==> config.mk <==
export PLATFORM = sky130hd
export DESIGN_NAME = unsorted_array_priority_queue
export DESIGN_NICKNAME = d
export VERILOG_FILES = /design/src/rtl/uapq_pkg.sv /design/src/rtl/uapq_datapath.sv /design/src/rtl/uapq_controller.sv /design/src/rtl/unsorted_array_priority_queue.sv
export SDC_FILE = /design/constraint.sdc
export NUM_CORES = 1
export LEC_CHECK = 0
export BUFFER_PORTS_ARGS = -buffer_cell sky130_fd_sc_hd__buf_2
export CAP_MARGIN = 10
export CORE_MARGIN = 5
export CORE_UTILIZATION = 60
export CTS_CLUSTER_DIAMETER = 40
export CTS_CLUSTER_SIZE = 25
export DETAILED_ROUTE_END_ITERATION = 8
export GPL_ROUTABILITY_DRIVEN = 1
export HOLD_SLACK_MARGIN = 0.15
export PLACE_DENSITY = 0.78
export SLEW_MARGIN = 20
export SYNTH_ARGS = -nofsm -noshare
export SYNTH_HDL_FRONTEND = slang
export SYNTH_SLANG_ARGS = --single-unit
export TNS_END_PERCENT = 10
==> constraint.sdc <==
create_clock -name clk -period 10.9 [get_ports clk]
set_input_delay 0.545 -clock clk [delete_from_list [all_inputs] [get_ports clk]]
set_output_delay 0.545 -clock clk [all_outputs]
set_load 0.01 [all_outputs]
==> src/rtl/uapq_pkg.sv <==
// Shared constants, codes and control structs of the unsorted-array priority queue.
`default_nettype none
package uapq_pkg;

  localparam int DEPTH     = 8;
  localparam int PRIO_BITS = 8;
  localparam int VAL_BITS  = 32;
  localparam int IDX_W     = (DEPTH > 1) ? $clog2(DEPTH) : 1;
  localparam int CNT_W     = $clog2(DEPTH + 1);

  typedef enum logic {
    CMD_INSERT = 1'b0,
    CMD_DELETE = 1'b1
  } cmd_t;

  typedef enum logic [1:0] {
    ST_DONE  = 2'd0,
    ST_FULL  = 2'd1,
    ST_EMPTY = 2'd2
  } status_t;

  // Controller to datapath.
  typedef struct packed {
    logic load;    // capture the input beat, clear the scan index
    logic scan;    // compare one held entry against the running minimum
    logic shift;   // move one older entry up by one slot
    logic commit;  // update count and store, load the result register
  } dp_cmd_t;

  // Datapath to controller.
  typedef struct packed {
    logic del_go;      // captured beat is a delete and the queue holds entries
    logic scan_last;   // scan index points at the newest entry
    logic shift_done;  // shift index reached the oldest slot
    logic out_free;    // result register can take a new beat
  } dp_status_t;

  // Physical slot of the entry at a given age offset from the oldest slot.
  function automatic logic [IDX_W-1:0] slot_at(input logic [IDX_W-1:0] oldest,
                                               input logic [IDX_W-1:0] offset);
    logic [IDX_W:0] sum;
    sum = {1'b0, oldest} + {1'b0, offset};
    if (sum >= (IDX_W+1)'(DEPTH)) begin
      sum = sum - (IDX_W+1)'(DEPTH);
    end
    return sum[IDX_W-1:0];
  endfunction

endpackage
`default_nettype wire

==> src/rtl/uapq_datapath.sv <==
// Datapath: entry store, scan and shift index, running minimum and result register.
`default_nettype none
module uapq_datapath (
  input  wire logic                 clk,
  input  wire logic                 rst,
  input  wire logic                 cmd,
  input  wire logic signed [31:0]   value,
  input  wire logic [7:0]           priority_req,
  input  wire logic                 out_ready,
  input  wire uapq_pkg::dp_cmd_t    dp_cmd,
  output uapq_pkg::dp_status_t      dp_status,
  output logic [1:0]                status,
  output logic signed [31:0]        removed_value,
  output logic [7:0]                removed_priority,
  output logic [3:0]                occupancy,
  output logic                      out_valid
);

  logic [uapq_pkg::VAL_BITS-1:0]  value_store    [uapq_pkg::DEPTH];
  logic [uapq_pkg::PRIO_BITS-1:0] priority_store [uapq_pkg::DEPTH];

  logic [uapq_pkg::IDX_W-1:0] oldest_slot;
  logic [uapq_pkg::CNT_W-1:0] entry_count;

  // Captured beat.
  uapq_pkg::cmd_t                 cmd_q;
  logic [uapq_pkg::VAL_BITS-1:0]  val_q;
  logic [uapq_pkg::PRIO_BITS-1:0] pri_q;

  logic [uapq_pkg::IDX_W-1:0]     idx;
  logic [uapq_pkg::IDX_W-1:0]     best_idx;
  logic [uapq_pkg::PRIO_BITS-1:0] best_pri;
  logic [uapq_pkg::VAL_BITS-1:0]  best_val;

  logic [uapq_pkg::IDX_W-1:0]     scan_slot;
  logic [uapq_pkg::IDX_W-1:0]     src_slot;
  logic [uapq_pkg::IDX_W-1:0]     tail_slot;
  logic [uapq_pkg::IDX_W-1:0]     next_oldest;
  logic                           take;
  logic [uapq_pkg::IDX_W-1:0]     best_idx_next;
  logic                           full;
  logic                           empty;

  assign scan_slot   = uapq_pkg::slot_at(oldest_slot, idx);
  assign src_slot    = uapq_pkg::slot_at(oldest_slot, idx - uapq_pkg::IDX_W'(1));
  assign tail_slot   = uapq_pkg::slot_at(oldest_slot, entry_count[uapq_pkg::IDX_W-1:0]);
  assign next_oldest = uapq_pkg::slot_at(oldest_slot, uapq_pkg::IDX_W'(1));
  assign full        = (entry_count == uapq_pkg::CNT_W'(uapq_pkg::DEPTH));
  assign empty       = (entry_count == '0);

  // Strict less-than keeps the oldest entry on a tie.
  assign take          = (idx == '0) || (priority_store[scan_slot] < best_pri);
  assign best_idx_next = take ? idx : best_idx;

  assign dp_status.del_go     = (cmd_q == uapq_pkg::CMD_DELETE) && !empty;
  assign dp_status.scan_last  = (uapq_pkg::CNT_W'(idx) + uapq_pkg::CNT_W'(1)) == entry_count;
  assign dp_status.shift_done = (idx == '0);
  assign dp_status.out_free   = !out_valid || out_ready;

  always_ff @(posedge clk) begin
    if (dp_cmd.load) begin
      cmd_q <= uapq_pkg::cmd_t'(cmd);
      val_q <= value;
      pri_q <= priority_req[uapq_pkg::PRIO_BITS-1:0];
    end
  end

  always_ff @(posedge clk) begin
    if (dp_cmd.load) begin
      idx <= '0;
    end else if (dp_cmd.scan) begin
      if (take) begin
        best_pri <= priority_store[scan_slot];
        best_val <= value_store[scan_slot];
      end
      best_idx <= best_idx_next;
      // On the newest entry, hand the winner's offset to the shift pass.
      idx <= dp_status.scan_last ? best_idx_next : idx + uapq_pkg::IDX_W'(1);
    end else if (dp_cmd.shift && !dp_status.shift_done) begin
      idx <= idx - uapq_pkg::IDX_W'(1);
    end
  end

  // Single write port: gap closing during shift, append on insert commit.
  always_ff @(posedge clk) begin
    if (dp_cmd.shift && !dp_status.shift_done) begin
      value_store[scan_slot]    <= value_store[src_slot];
      priority_store[scan_slot] <= priority_store[src_slot];
    end else if (dp_cmd.commit && cmd_q == uapq_pkg::CMD_INSERT && !full) begin
      value_store[tail_slot]    <= val_q;
      priority_store[tail_slot] <= pri_q;
    end
  end

  always_ff @(posedge clk) begin
    if (rst) begin
      entry_count <= '0;
      oldest_slot <= '0;
    end else if (dp_cmd.commit) begin
      if (cmd_q == uapq_pkg::CMD_INSERT) begin
        if (!full) begin
          entry_count <= entry_count + uapq_pkg::CNT_W'(1);
        end
      end else if (!empty) begin
        entry_count <= entry_count - uapq_pkg::CNT_W'(1);
        oldest_slot <= (entry_count == uapq_pkg::CNT_W'(1)) ? '0 : next_oldest;
      end
    end
  end

  always_ff @(posedge clk) begin
    if (rst) begin
      out_valid <= 1'b0;
    end else if (dp_cmd.commit) begin
      out_valid <= 1'b1;
    end else if (out_ready) begin
      out_valid <= 1'b0;
    end
  end

  always_ff @(posedge clk) begin
    if (dp_cmd.commit) begin
      removed_value    <= '0;
      removed_priority <= '0;
      status           <= uapq_pkg::ST_DONE;
      if (cmd_q == uapq_pkg::CMD_INSERT) begin
        occupancy <= 4'(entry_count + (full ? uapq_pkg::CNT_W'(0) : uapq_pkg::CNT_W'(1)));
        if (full) begin
          status <= uapq_pkg::ST_FULL;
        end
      end else if (empty) begin
        status    <= uapq_pkg::ST_EMPTY;
        occupancy <= 4'(entry_count);
      end else begin
        removed_value    <= best_val;
        removed_priority <= 8'(best_pri);
        occupancy        <= 4'(entry_count - uapq_pkg::CNT_W'(1));
      end
    end
  end

endmodule
`default_nettype wire

==> src/rtl/uapq_controller.sv <==
// Controller: sequences capture, minimum scan, gap shift and result commit.
`default_nettype none
module uapq_controller (
  input  wire logic                 clk,
  input  wire logic                 rst,
  input  wire logic                 in_valid,
  output logic                      in_ready,
  input  wire uapq_pkg::dp_status_t dp_status,
  output uapq_pkg::dp_cmd_t         dp_cmd
);

  typedef enum logic [4:0] {
    S_IDLE   = 5'b00001,
    S_CHECK  = 5'b00010,
    S_SCAN   = 5'b00100,
    S_SHIFT  = 5'b01000,
    S_FINISH = 5'b10000
  } state_t;

  state_t state;
  state_t state_next;

  assign in_ready = (state == S_IDLE);

  always_comb begin
    state_next    = state;
    dp_cmd        = '0;
    case (state)
      S_IDLE: begin
        if (in_valid) begin
          dp_cmd.load = 1'b1;
          state_next  = S_CHECK;
        end
      end
      S_CHECK: begin
        state_next = dp_status.del_go ? S_SCAN : S_FINISH;
      end
      S_SCAN: begin
        dp_cmd.scan = 1'b1;
        if (dp_status.scan_last) begin
          state_next = S_SHIFT;
        end
      end
      S_SHIFT: begin
        dp_cmd.shift = 1'b1;
        if (dp_status.shift_done) begin
          state_next = S_FINISH;
        end
      end
      S_FINISH: begin
        // Hold until the result register is free.
        if (dp_status.out_free) begin
          dp_cmd.commit = 1'b1;
          state_next    = S_IDLE;
        end
      end
      default: begin
        state_next = S_IDLE;
      end
    endcase
  end

  always_ff @(posedge clk) begin
    if (rst) begin
      state <= S_IDLE;
    end else begin
      state <= state_next;
    end
  end

endmodule
`default_nettype wire

==> src/rtl/unsorted_array_priority_queue.sv <==
// Top level of the unsorted-array min-priority queue.
// Input channel (in_valid/in_ready): one beat carries cmd, value and
// priority_req. cmd insert appends the value with its priority; cmd delete
// removes the entry with the smallest priority number, the oldest on ties.
// Output channel (out_valid/out_ready): one beat per input beat, carrying
// status (done, full, empty), the removed value and priority (zero unless a
// delete succeeded) and the occupancy after the operation.
// Timing: one item at a time; a new beat is taken only after the last one is
// committed. An insert, a full insert or an empty delete goes from capture
// through the check state to commit. A delete then scans the held entries,
// one compare per held entry, then makes one store move per entry older than
// the minimum through the single write port, and then commits.
// Reset clears the entry count, oldest slot, controller and output valid;
// store contents are left as they are and are never read before written.
// A stalled receiver holds the result register; the block finishes the
// current item but does not commit it or take a new beat until the result
// register frees up.
`default_nettype none
module unsorted_array_priority_queue (
  input  wire logic               clk,
  input  wire logic               rst,
  input  wire logic               in_valid,
  output logic                    in_ready,
  input  wire logic               cmd,
  input  wire logic signed [31:0] value,
  input  wire logic [7:0]         priority_req,
  output logic                    out_valid,
  input  wire logic               out_ready,
  output logic [1:0]              status,
  output logic signed [31:0]      removed_value,
  output logic [7:0]              removed_priority,
  output logic [3:0]              occupancy
);

  uapq_pkg::dp_cmd_t    dp_cmd;
  uapq_pkg::dp_status_t dp_status;

  uapq_controller u_ctrl (
    .clk       (clk),
    .rst       (rst),
    .in_valid  (in_valid),
    .in_ready  (in_ready),
    .dp_status (dp_status),
    .dp_cmd    (dp_cmd)
  );

  uapq_datapath u_dp (
    .clk              (clk),
    .rst              (rst),
    .cmd              (cmd),
    .value            (value),
    .priority_req     (priority_req),
    .out_ready        (out_ready),
    .dp_cmd           (dp_cmd),
    .dp_status        (dp_status),
    .status           (status),
    .removed_value    (removed_value),
    .removed_priority (removed_priority),
    .occupancy        (occupancy),
    .out_valid        (out_valid)
  );

endmodule
`default_nettype wire

# Yosys cells after proc, flatten, opt, wreduce, memory -nomap -nowiden
# Memory sizes are Yosys's and may differ from the RTL's. A register that Yosys moved wholly into a read port is not among the register bits.
# Index checks and enable logic that the tools add are counted.
[word_totals] out_inout_bits=48 elab_cells=115 ram_bits=320 n_memories=2 register_bits=114
[mem_list] name="u_dp.value_store" depth=8 word_bits=32 read_ports=2 rd_clocked_by_memory_dff=1 write_ports=1 line_no="uapq_datapath.sv:19" rtl="logic [uapq_pkg::VAL_BITS-1:0] value_store [uapq_pkg::DEPTH];"
[mem_list] name="u_dp.priority_store" depth=8 word_bits=8 read_ports=2 rd_clocked_by_memory_dff=0 write_ports=1 line_no="uapq_datapath.sv:20" rtl="logic [uapq_pkg::PRIO_BITS-1:0] priority_store [uapq_pkg::DEPTH];"
[classes] n_reduce_logical=22 n_bitwise=3 eq_ne=13 mux=42 magnitude_cmp=5 add_sub_neg=14
[ops] cell="two-way mux 3 bit" count=11
[ops] cell="two-way mux 32 bit" count=1
[ops] cell="OR reduction 32 bit" count=1
[ops] cell="two-way mux 5 bit" count=5
[ops] cell="one-hot mux 5 bit (5 select lines)" count=1
[ops] cell="two-way mux 1 bit" count=17
[ops] cell="greater-or-equal comparator 4 bit, second input constant" count=4
[ops] cell="two-way mux 4 bit" count=4
[ops] cell="subtractor 3 x 1 -> 3 bit, second input constant" count=5
[ops] cell="adder 3 x 3 -> 4 bit" count=3
[ops] cell="adder 3 x 1 -> 4 bit, second input constant" count=2
[ops] cell="less-than comparator 8 bit" count=1
[ops] cell="two-way mux 8 bit" count=1
[ops] cell="OR reduction 8 bit" count=1
[ops] cell="inequality test 2 x 1 -> 1 bit, second input constant" count=3
[ops] cell="AND reduction 3 bit" count=2
[ops] cell="equality test 5 x 1 -> 1 bit, second input constant" count=1
[ops] cell="equality test 5 x 2 -> 1 bit, second input constant" count=1
[ops] cell="equality test 5 x 3 -> 1 bit, second input constant" count=1
[ops] cell="equality test 5 x 4 -> 1 bit, second input constant" count=1
[ops] cell="equality test 5 bit, second input constant" count=1
[ops] cell="adder 4 x 1 -> 4 bit, second input constant" count=1
[ops] cell="adder 4 bit" count=1
[ops] cell="equality test 4 x 1 -> 1 bit, second input constant" count=1
[ops] cell="16 further kinds" count=29

# Longest topological paths before layout
[depth] depth_word=11 ltp_mapped=14 depth_no_buf=13

# Hierarchy
# A second synthesis with hierarchy kept.
[unflattened] cells_unflattened=1108 area_unflattened_um2=20746.1
[modules_own_cells] mod="uapq_datapath" area_per_inst_um2=20415.8 n_inst=1 seq_area_each_um2=13733.2 cells_each=1072
[modules_own_cells] mod="uapq_controller" area_per_inst_um2=330.3 n_inst=1 seq_area_each_um2=100.1 cells_each=36

# Least setup slack after synthesis
# OpenSTA, ideal clock, no wires.
[synth_path] path_kind="input-to-reg" startpoint="in out_ready" endpoint="mem u_dp.priority_store[0][0] (netlist bit), enable pin" n_path_buf=2 required_time_ns=10.413 setup_ns=0.487 t_arrival_ns=5.919 setup_slack_ns=4.494 path_stages=7 path_cell_list="nand2b_1 and4b_1 clkbuf_1 nand3b_1 clkbuf_1 o21a_1 nor3_1"
[synth_lines] item="from (decl)" line_no="unsorted_array_priority_queue.sv:28" rtl="input wire logic out_ready,"
[synth_lines] item="to (decl)" line_no="uapq_datapath.sv:20"

# Worst setup path after layout
[layout_path] startpoint="reg u_dp.idx[0] (netlist bit)" endpoint="reg u_dp.best_pri[1] (netlist bit), read port of u_dp.priority_store, enable pin"
[layout_between] elab_chain_cells=7
[layout_rtl] item="from (decl)" line_no="uapq_datapath.sv:30" rtl="logic [uapq_pkg::IDX_W-1:0] idx;"
[layout_rtl] item="from (signal assigned)" line_no="uapq_datapath.sv:78" rtl="idx <= dp_status.scan_last ? best_idx_next : idx + uapq_pkg::IDX_W'(1);"
[layout_rtl] item="from (signal assigned)" line_no="uapq_datapath.sv:80" rtl="idx <= idx - uapq_pkg::IDX_W'(1);"
[layout_rtl] item="adder 3 x 3 -> 4 bit" line_no="uapq_pkg.sv:42" rtl="sum = {1'b0, oldest} + {1'b0, offset};"
[layout_rtl] item="greater-or-equal comparator 4 bit / subtractor 3 x 1 -> 3 bit (equally long branches)" line_no="uapq_pkg.sv:43, uapq_pkg.sv:44"
[layout_rtl] item="two-way mux 3 bit" line_no="uapq_pkg.sv:43" rtl="if (sum >= (IDX_W+1)'(DEPTH)) begin"
[layout_rtl] item="memory (8 x 8 bit)"
[layout_rtl] item="less-than comparator 8 bit" line_no="uapq_datapath.sv:52" rtl="assign take = (idx == '0) || (priority_store[scan_slot] < best_pri);"
[layout_rtl] item="logical OR 1 bit (*)" line_no="uapq_datapath.sv:52"
[layout_rtl] item="AND reduction 3 bit (no source line) (*)"
[layout_rtl] item="to (decl)" line_no="uapq_datapath.sv:32" rtl="logic [uapq_pkg::PRIO_BITS-1:0] best_pri;"
# Every way passes the cells marked *; elsewhere a longest branch is shown, timed or not.
# A chain may end at the register's enable or synchronous reset.

==> results.cfg <==
[outcome]
status = complete, no violations

[worst_setup_path]
crit_family = multiplexers
arrival_ns = 5.19
r2r_cells = 13
required_ns = 11.12
crit_chain = ha_1 -> inv_1 -> fa_2 -> xnor3_4 -> mux4_2 -> mux2_2 -> ha_1 -> a21oi_1 -> o21ai_0 -> o21ai_0 -> nor2_2 -> nor2b_4 -> buf_4
crit_path_end_kind = flop
endpoint = u_dp.best_pri[1]
r2r_end = u_dp.best_pri[1]
crit_start = u_dp.idx[0]
r2r-start = u_dp.idx[0]
cp_max_fo = 34
cp_slowest_cell = xnor3_4
cpPeakStageDelay_ns = 0.71
rrSetupSlack_ns = 5.93
cp.depth = 13
crit_buf_inv = 2
crit_path_start_kind = flop
crit_type = reg2reg

[global_route]
grt_pass1_vias = 11386
grt_pass1_wl_mm = 67.16
grt_start_max_net_pins = 89
gr-total-overflow = 0
track_usage = 0.2285
grt_antenna_before_repair = 1

[final_layout]
diodes = 0
nNetsFinal = 1293
fin_util = 0.7069
layout-area-overhead-vs-synth_pct = 15.98
final_area_um2 = 23760
layout_commonest_cell = edfxtp_1
layout_common_cells = 450 x edfxtp_1, 160 x mux4_2, 92 x buf_2
drive_above_1_share = 0.3365

[sta]
fmax_mhz = 201.2
tns_ns = 0
setup_violations = 0
maxSlewViolCount = 0
slew_headroom = 0.2373
rsz0062_at_grt = no
min_period_ns = 4.970
fin_crit_sh = 0.4560
finalClockSkew_ns = 0.02667
hold_violations = 0
worstMarginPinSlew_ns = 1.144
timing.hold.ws_ns = 0.3140

[floorplanning]
ios = 93
dieWidth_um = 194.8
initial_utilization = 0.6095
rows = 67
core-area_um2 = 33620
die_h_um = 194.8
die-area_um2 = 37940

[route]
drtIter0Drc = 1019
dr.pass1.iters = 5
viasPerCell = 6.403
wl_mm = 43.36
wl_per_cell_um = 25.21
drc = 0
final_antenna_net_count = 0
routed-via-count = 11014

[synthesis]
synth-seq-cells = 466
syn_nets = 1155
synth_cells = 1088
synth_top_area_frac = 0.6595
netlist_area_um2 = 20490
synth_flop_cell = edfxtp_1
synth_area_leader_cell = edfxtp_1
ys_seq_area_frac = 0.6752
ys_top_cells_by_area = edfxtp_1 66%, mux4_2 18%, mux2_2 2.3%, mux2i_1 2.1%, dfxtp_1 1.6%
avgSynthCellArea_um2 = 18.83
ys.warnings.count = 0
synth_edf_count = 450
ys_async_sr_fraction = 0
yosys.cell_types.count = 49

[clocking]
clock_path_buffers = 3
clock-root-buffer = clkbuf_16
clk_pin_slew_ns = 0.06
cts_buffers = 55
tritoncts = done
htreeDepth = 2
cts_resized = 0
clock_latency_ns = 0.59
cts_sinks = 466

[job]
max-cap-violations = 0

[placement]
place_hpwl_mm = 23.00
placed_cell_area_um2 = 21460
portBuffers = 92
gp_congestion = 0.8211

[power]
power.leakage_uw = 0.008133
ir_worst_vdd_uv = 129.9
p_per_area_nw_per_um2 = 169.4

[min_path]
min_path_type = in2reg
[layer usage]
metal / GRT usage / up-vias / routed length (um)
met5: 0 / - / 0
met4: 0.05431 / 0 / 769
met3: 0.03601 / 64 / 3024
met2: 0.3940 / 470 / 22640
met1: 0.3133 / 5722 / 16920
li1: - / 4758 / -
[final cells by class]
cell class                 count  area, um2
tap                          448      560.5
inverter                      18      68.82
sequential                   466      13830
multi-input combinational    533       6391
clock buffer                  62       1424
fill                        2022       9854
timing repair buffer         152       1017
clock inverter                41      466.7
[stage by stage]
| step | cells | setup slack (ns) | power [uW] |
|---|---|---|---|
| 3_3_place_gp | 1576 | 5.735 | 2202 |
| 2_1_floorplan | 1088 | 4.494 | 2146 |
| 4_1_cts | 1720 | 5.596 | 4051 |
| 5_1_grt | 1720 | 5.526 | 4155 |
| 3_5_place_dp | 1576 | 5.614 | 2208 |
| 6_report | 1720 | 5.930 | 4025 |
[cell families (layout without fill, tap and decap cells)]
family                     Yosys count  count (layout)  share of synthesized area
AOI/OAI and AO/OA                   80              80                    0.02211
muxes                              247             247                     0.2214
and+or+nand+nor                    169             169                    0.04281
adders and majority gates           22              22                    0.01453
DFF                                466             466                     0.6752
xor gates and xnor gates            15              15                   0.007145
buffers and inverters               89             273                    0.01685
[repair_timing]
| item | 4_1_cts | 5_1_grt |
|---|---|---|
| endpoints found under the hold margin | 41 | 0 |
| hold buffers | 41 | 0 |
| buffers inserted | 0 | 0 |
[power breakdown]
group / switching (uW) / internal (uW) / leakage [uW]
sequential: 18.5 / 2010 / 0.00426
combinational: 102 / 47.7 / 0.00296
clock: 774 / 1070 / 0.000910
[cells in the mapped netlist, drive strengths merged, types with 2 or more instances]
master / count
mux2: 43
nor2: 63
and2: 3
mux4: 160
nand2b: 4
dfxtp: 16
a21o: 2
inv: 18
edfxtp: 450
nand4: 3
nor2b: 4
nand3b: 7
o21ai: 10
and3: 42
ha: 19
fa: 3
buf: 22
a21oi: 55
a211oi: 2
nor3: 14
clkbuf: 49
mux2i: 44
xnor2: 7
xor2: 7
nand3: 6
nand2: 16
o21a: 2
[worst min path at each step]
| stage | start | end | depth (start not counted) |
|---|---|---|---|
| after floorplan | u_dp.oldest_slot[1] | u_dp.oldest_slot[1] | 2 |
| after CTS | rst | u_dp.entry_count[2] | 2 |
| after global placement | u_dp.best_idx[0] | u_dp.idx[0] | 2 |
| after global routing | rst | u_dp.entry_count[0] | 2 |
| after detailed placement | u_dp.best_idx[0] | u_dp.idx[0] | 2 |
| final | rst | u_dp.entry_count[2] | 2 |
[flip-flops by register name (all words and copies together), names as in the netlist]
signal / flops
u_ctrl.state: 5
u_dp.best_idx: 3
u_dp.best_pri: 8
u_dp.best_val: 32
u_dp.cmd_q: 1
u_dp.entry_count: 4
u_dp.idx: 3
u_dp.occupancy: 4
u_dp.oldest_slot: 3
u_dp.out_valid: 1
u_dp.pri_q: 8
u_dp.priority_store: 64
u_dp.removed_priority: 8
u_dp.removed_value: 32
u_dp.status: 2
u_dp.val_q: 32
u_dp.value_store: 256
No activity file was read; power rests on OpenSTA's default activity.
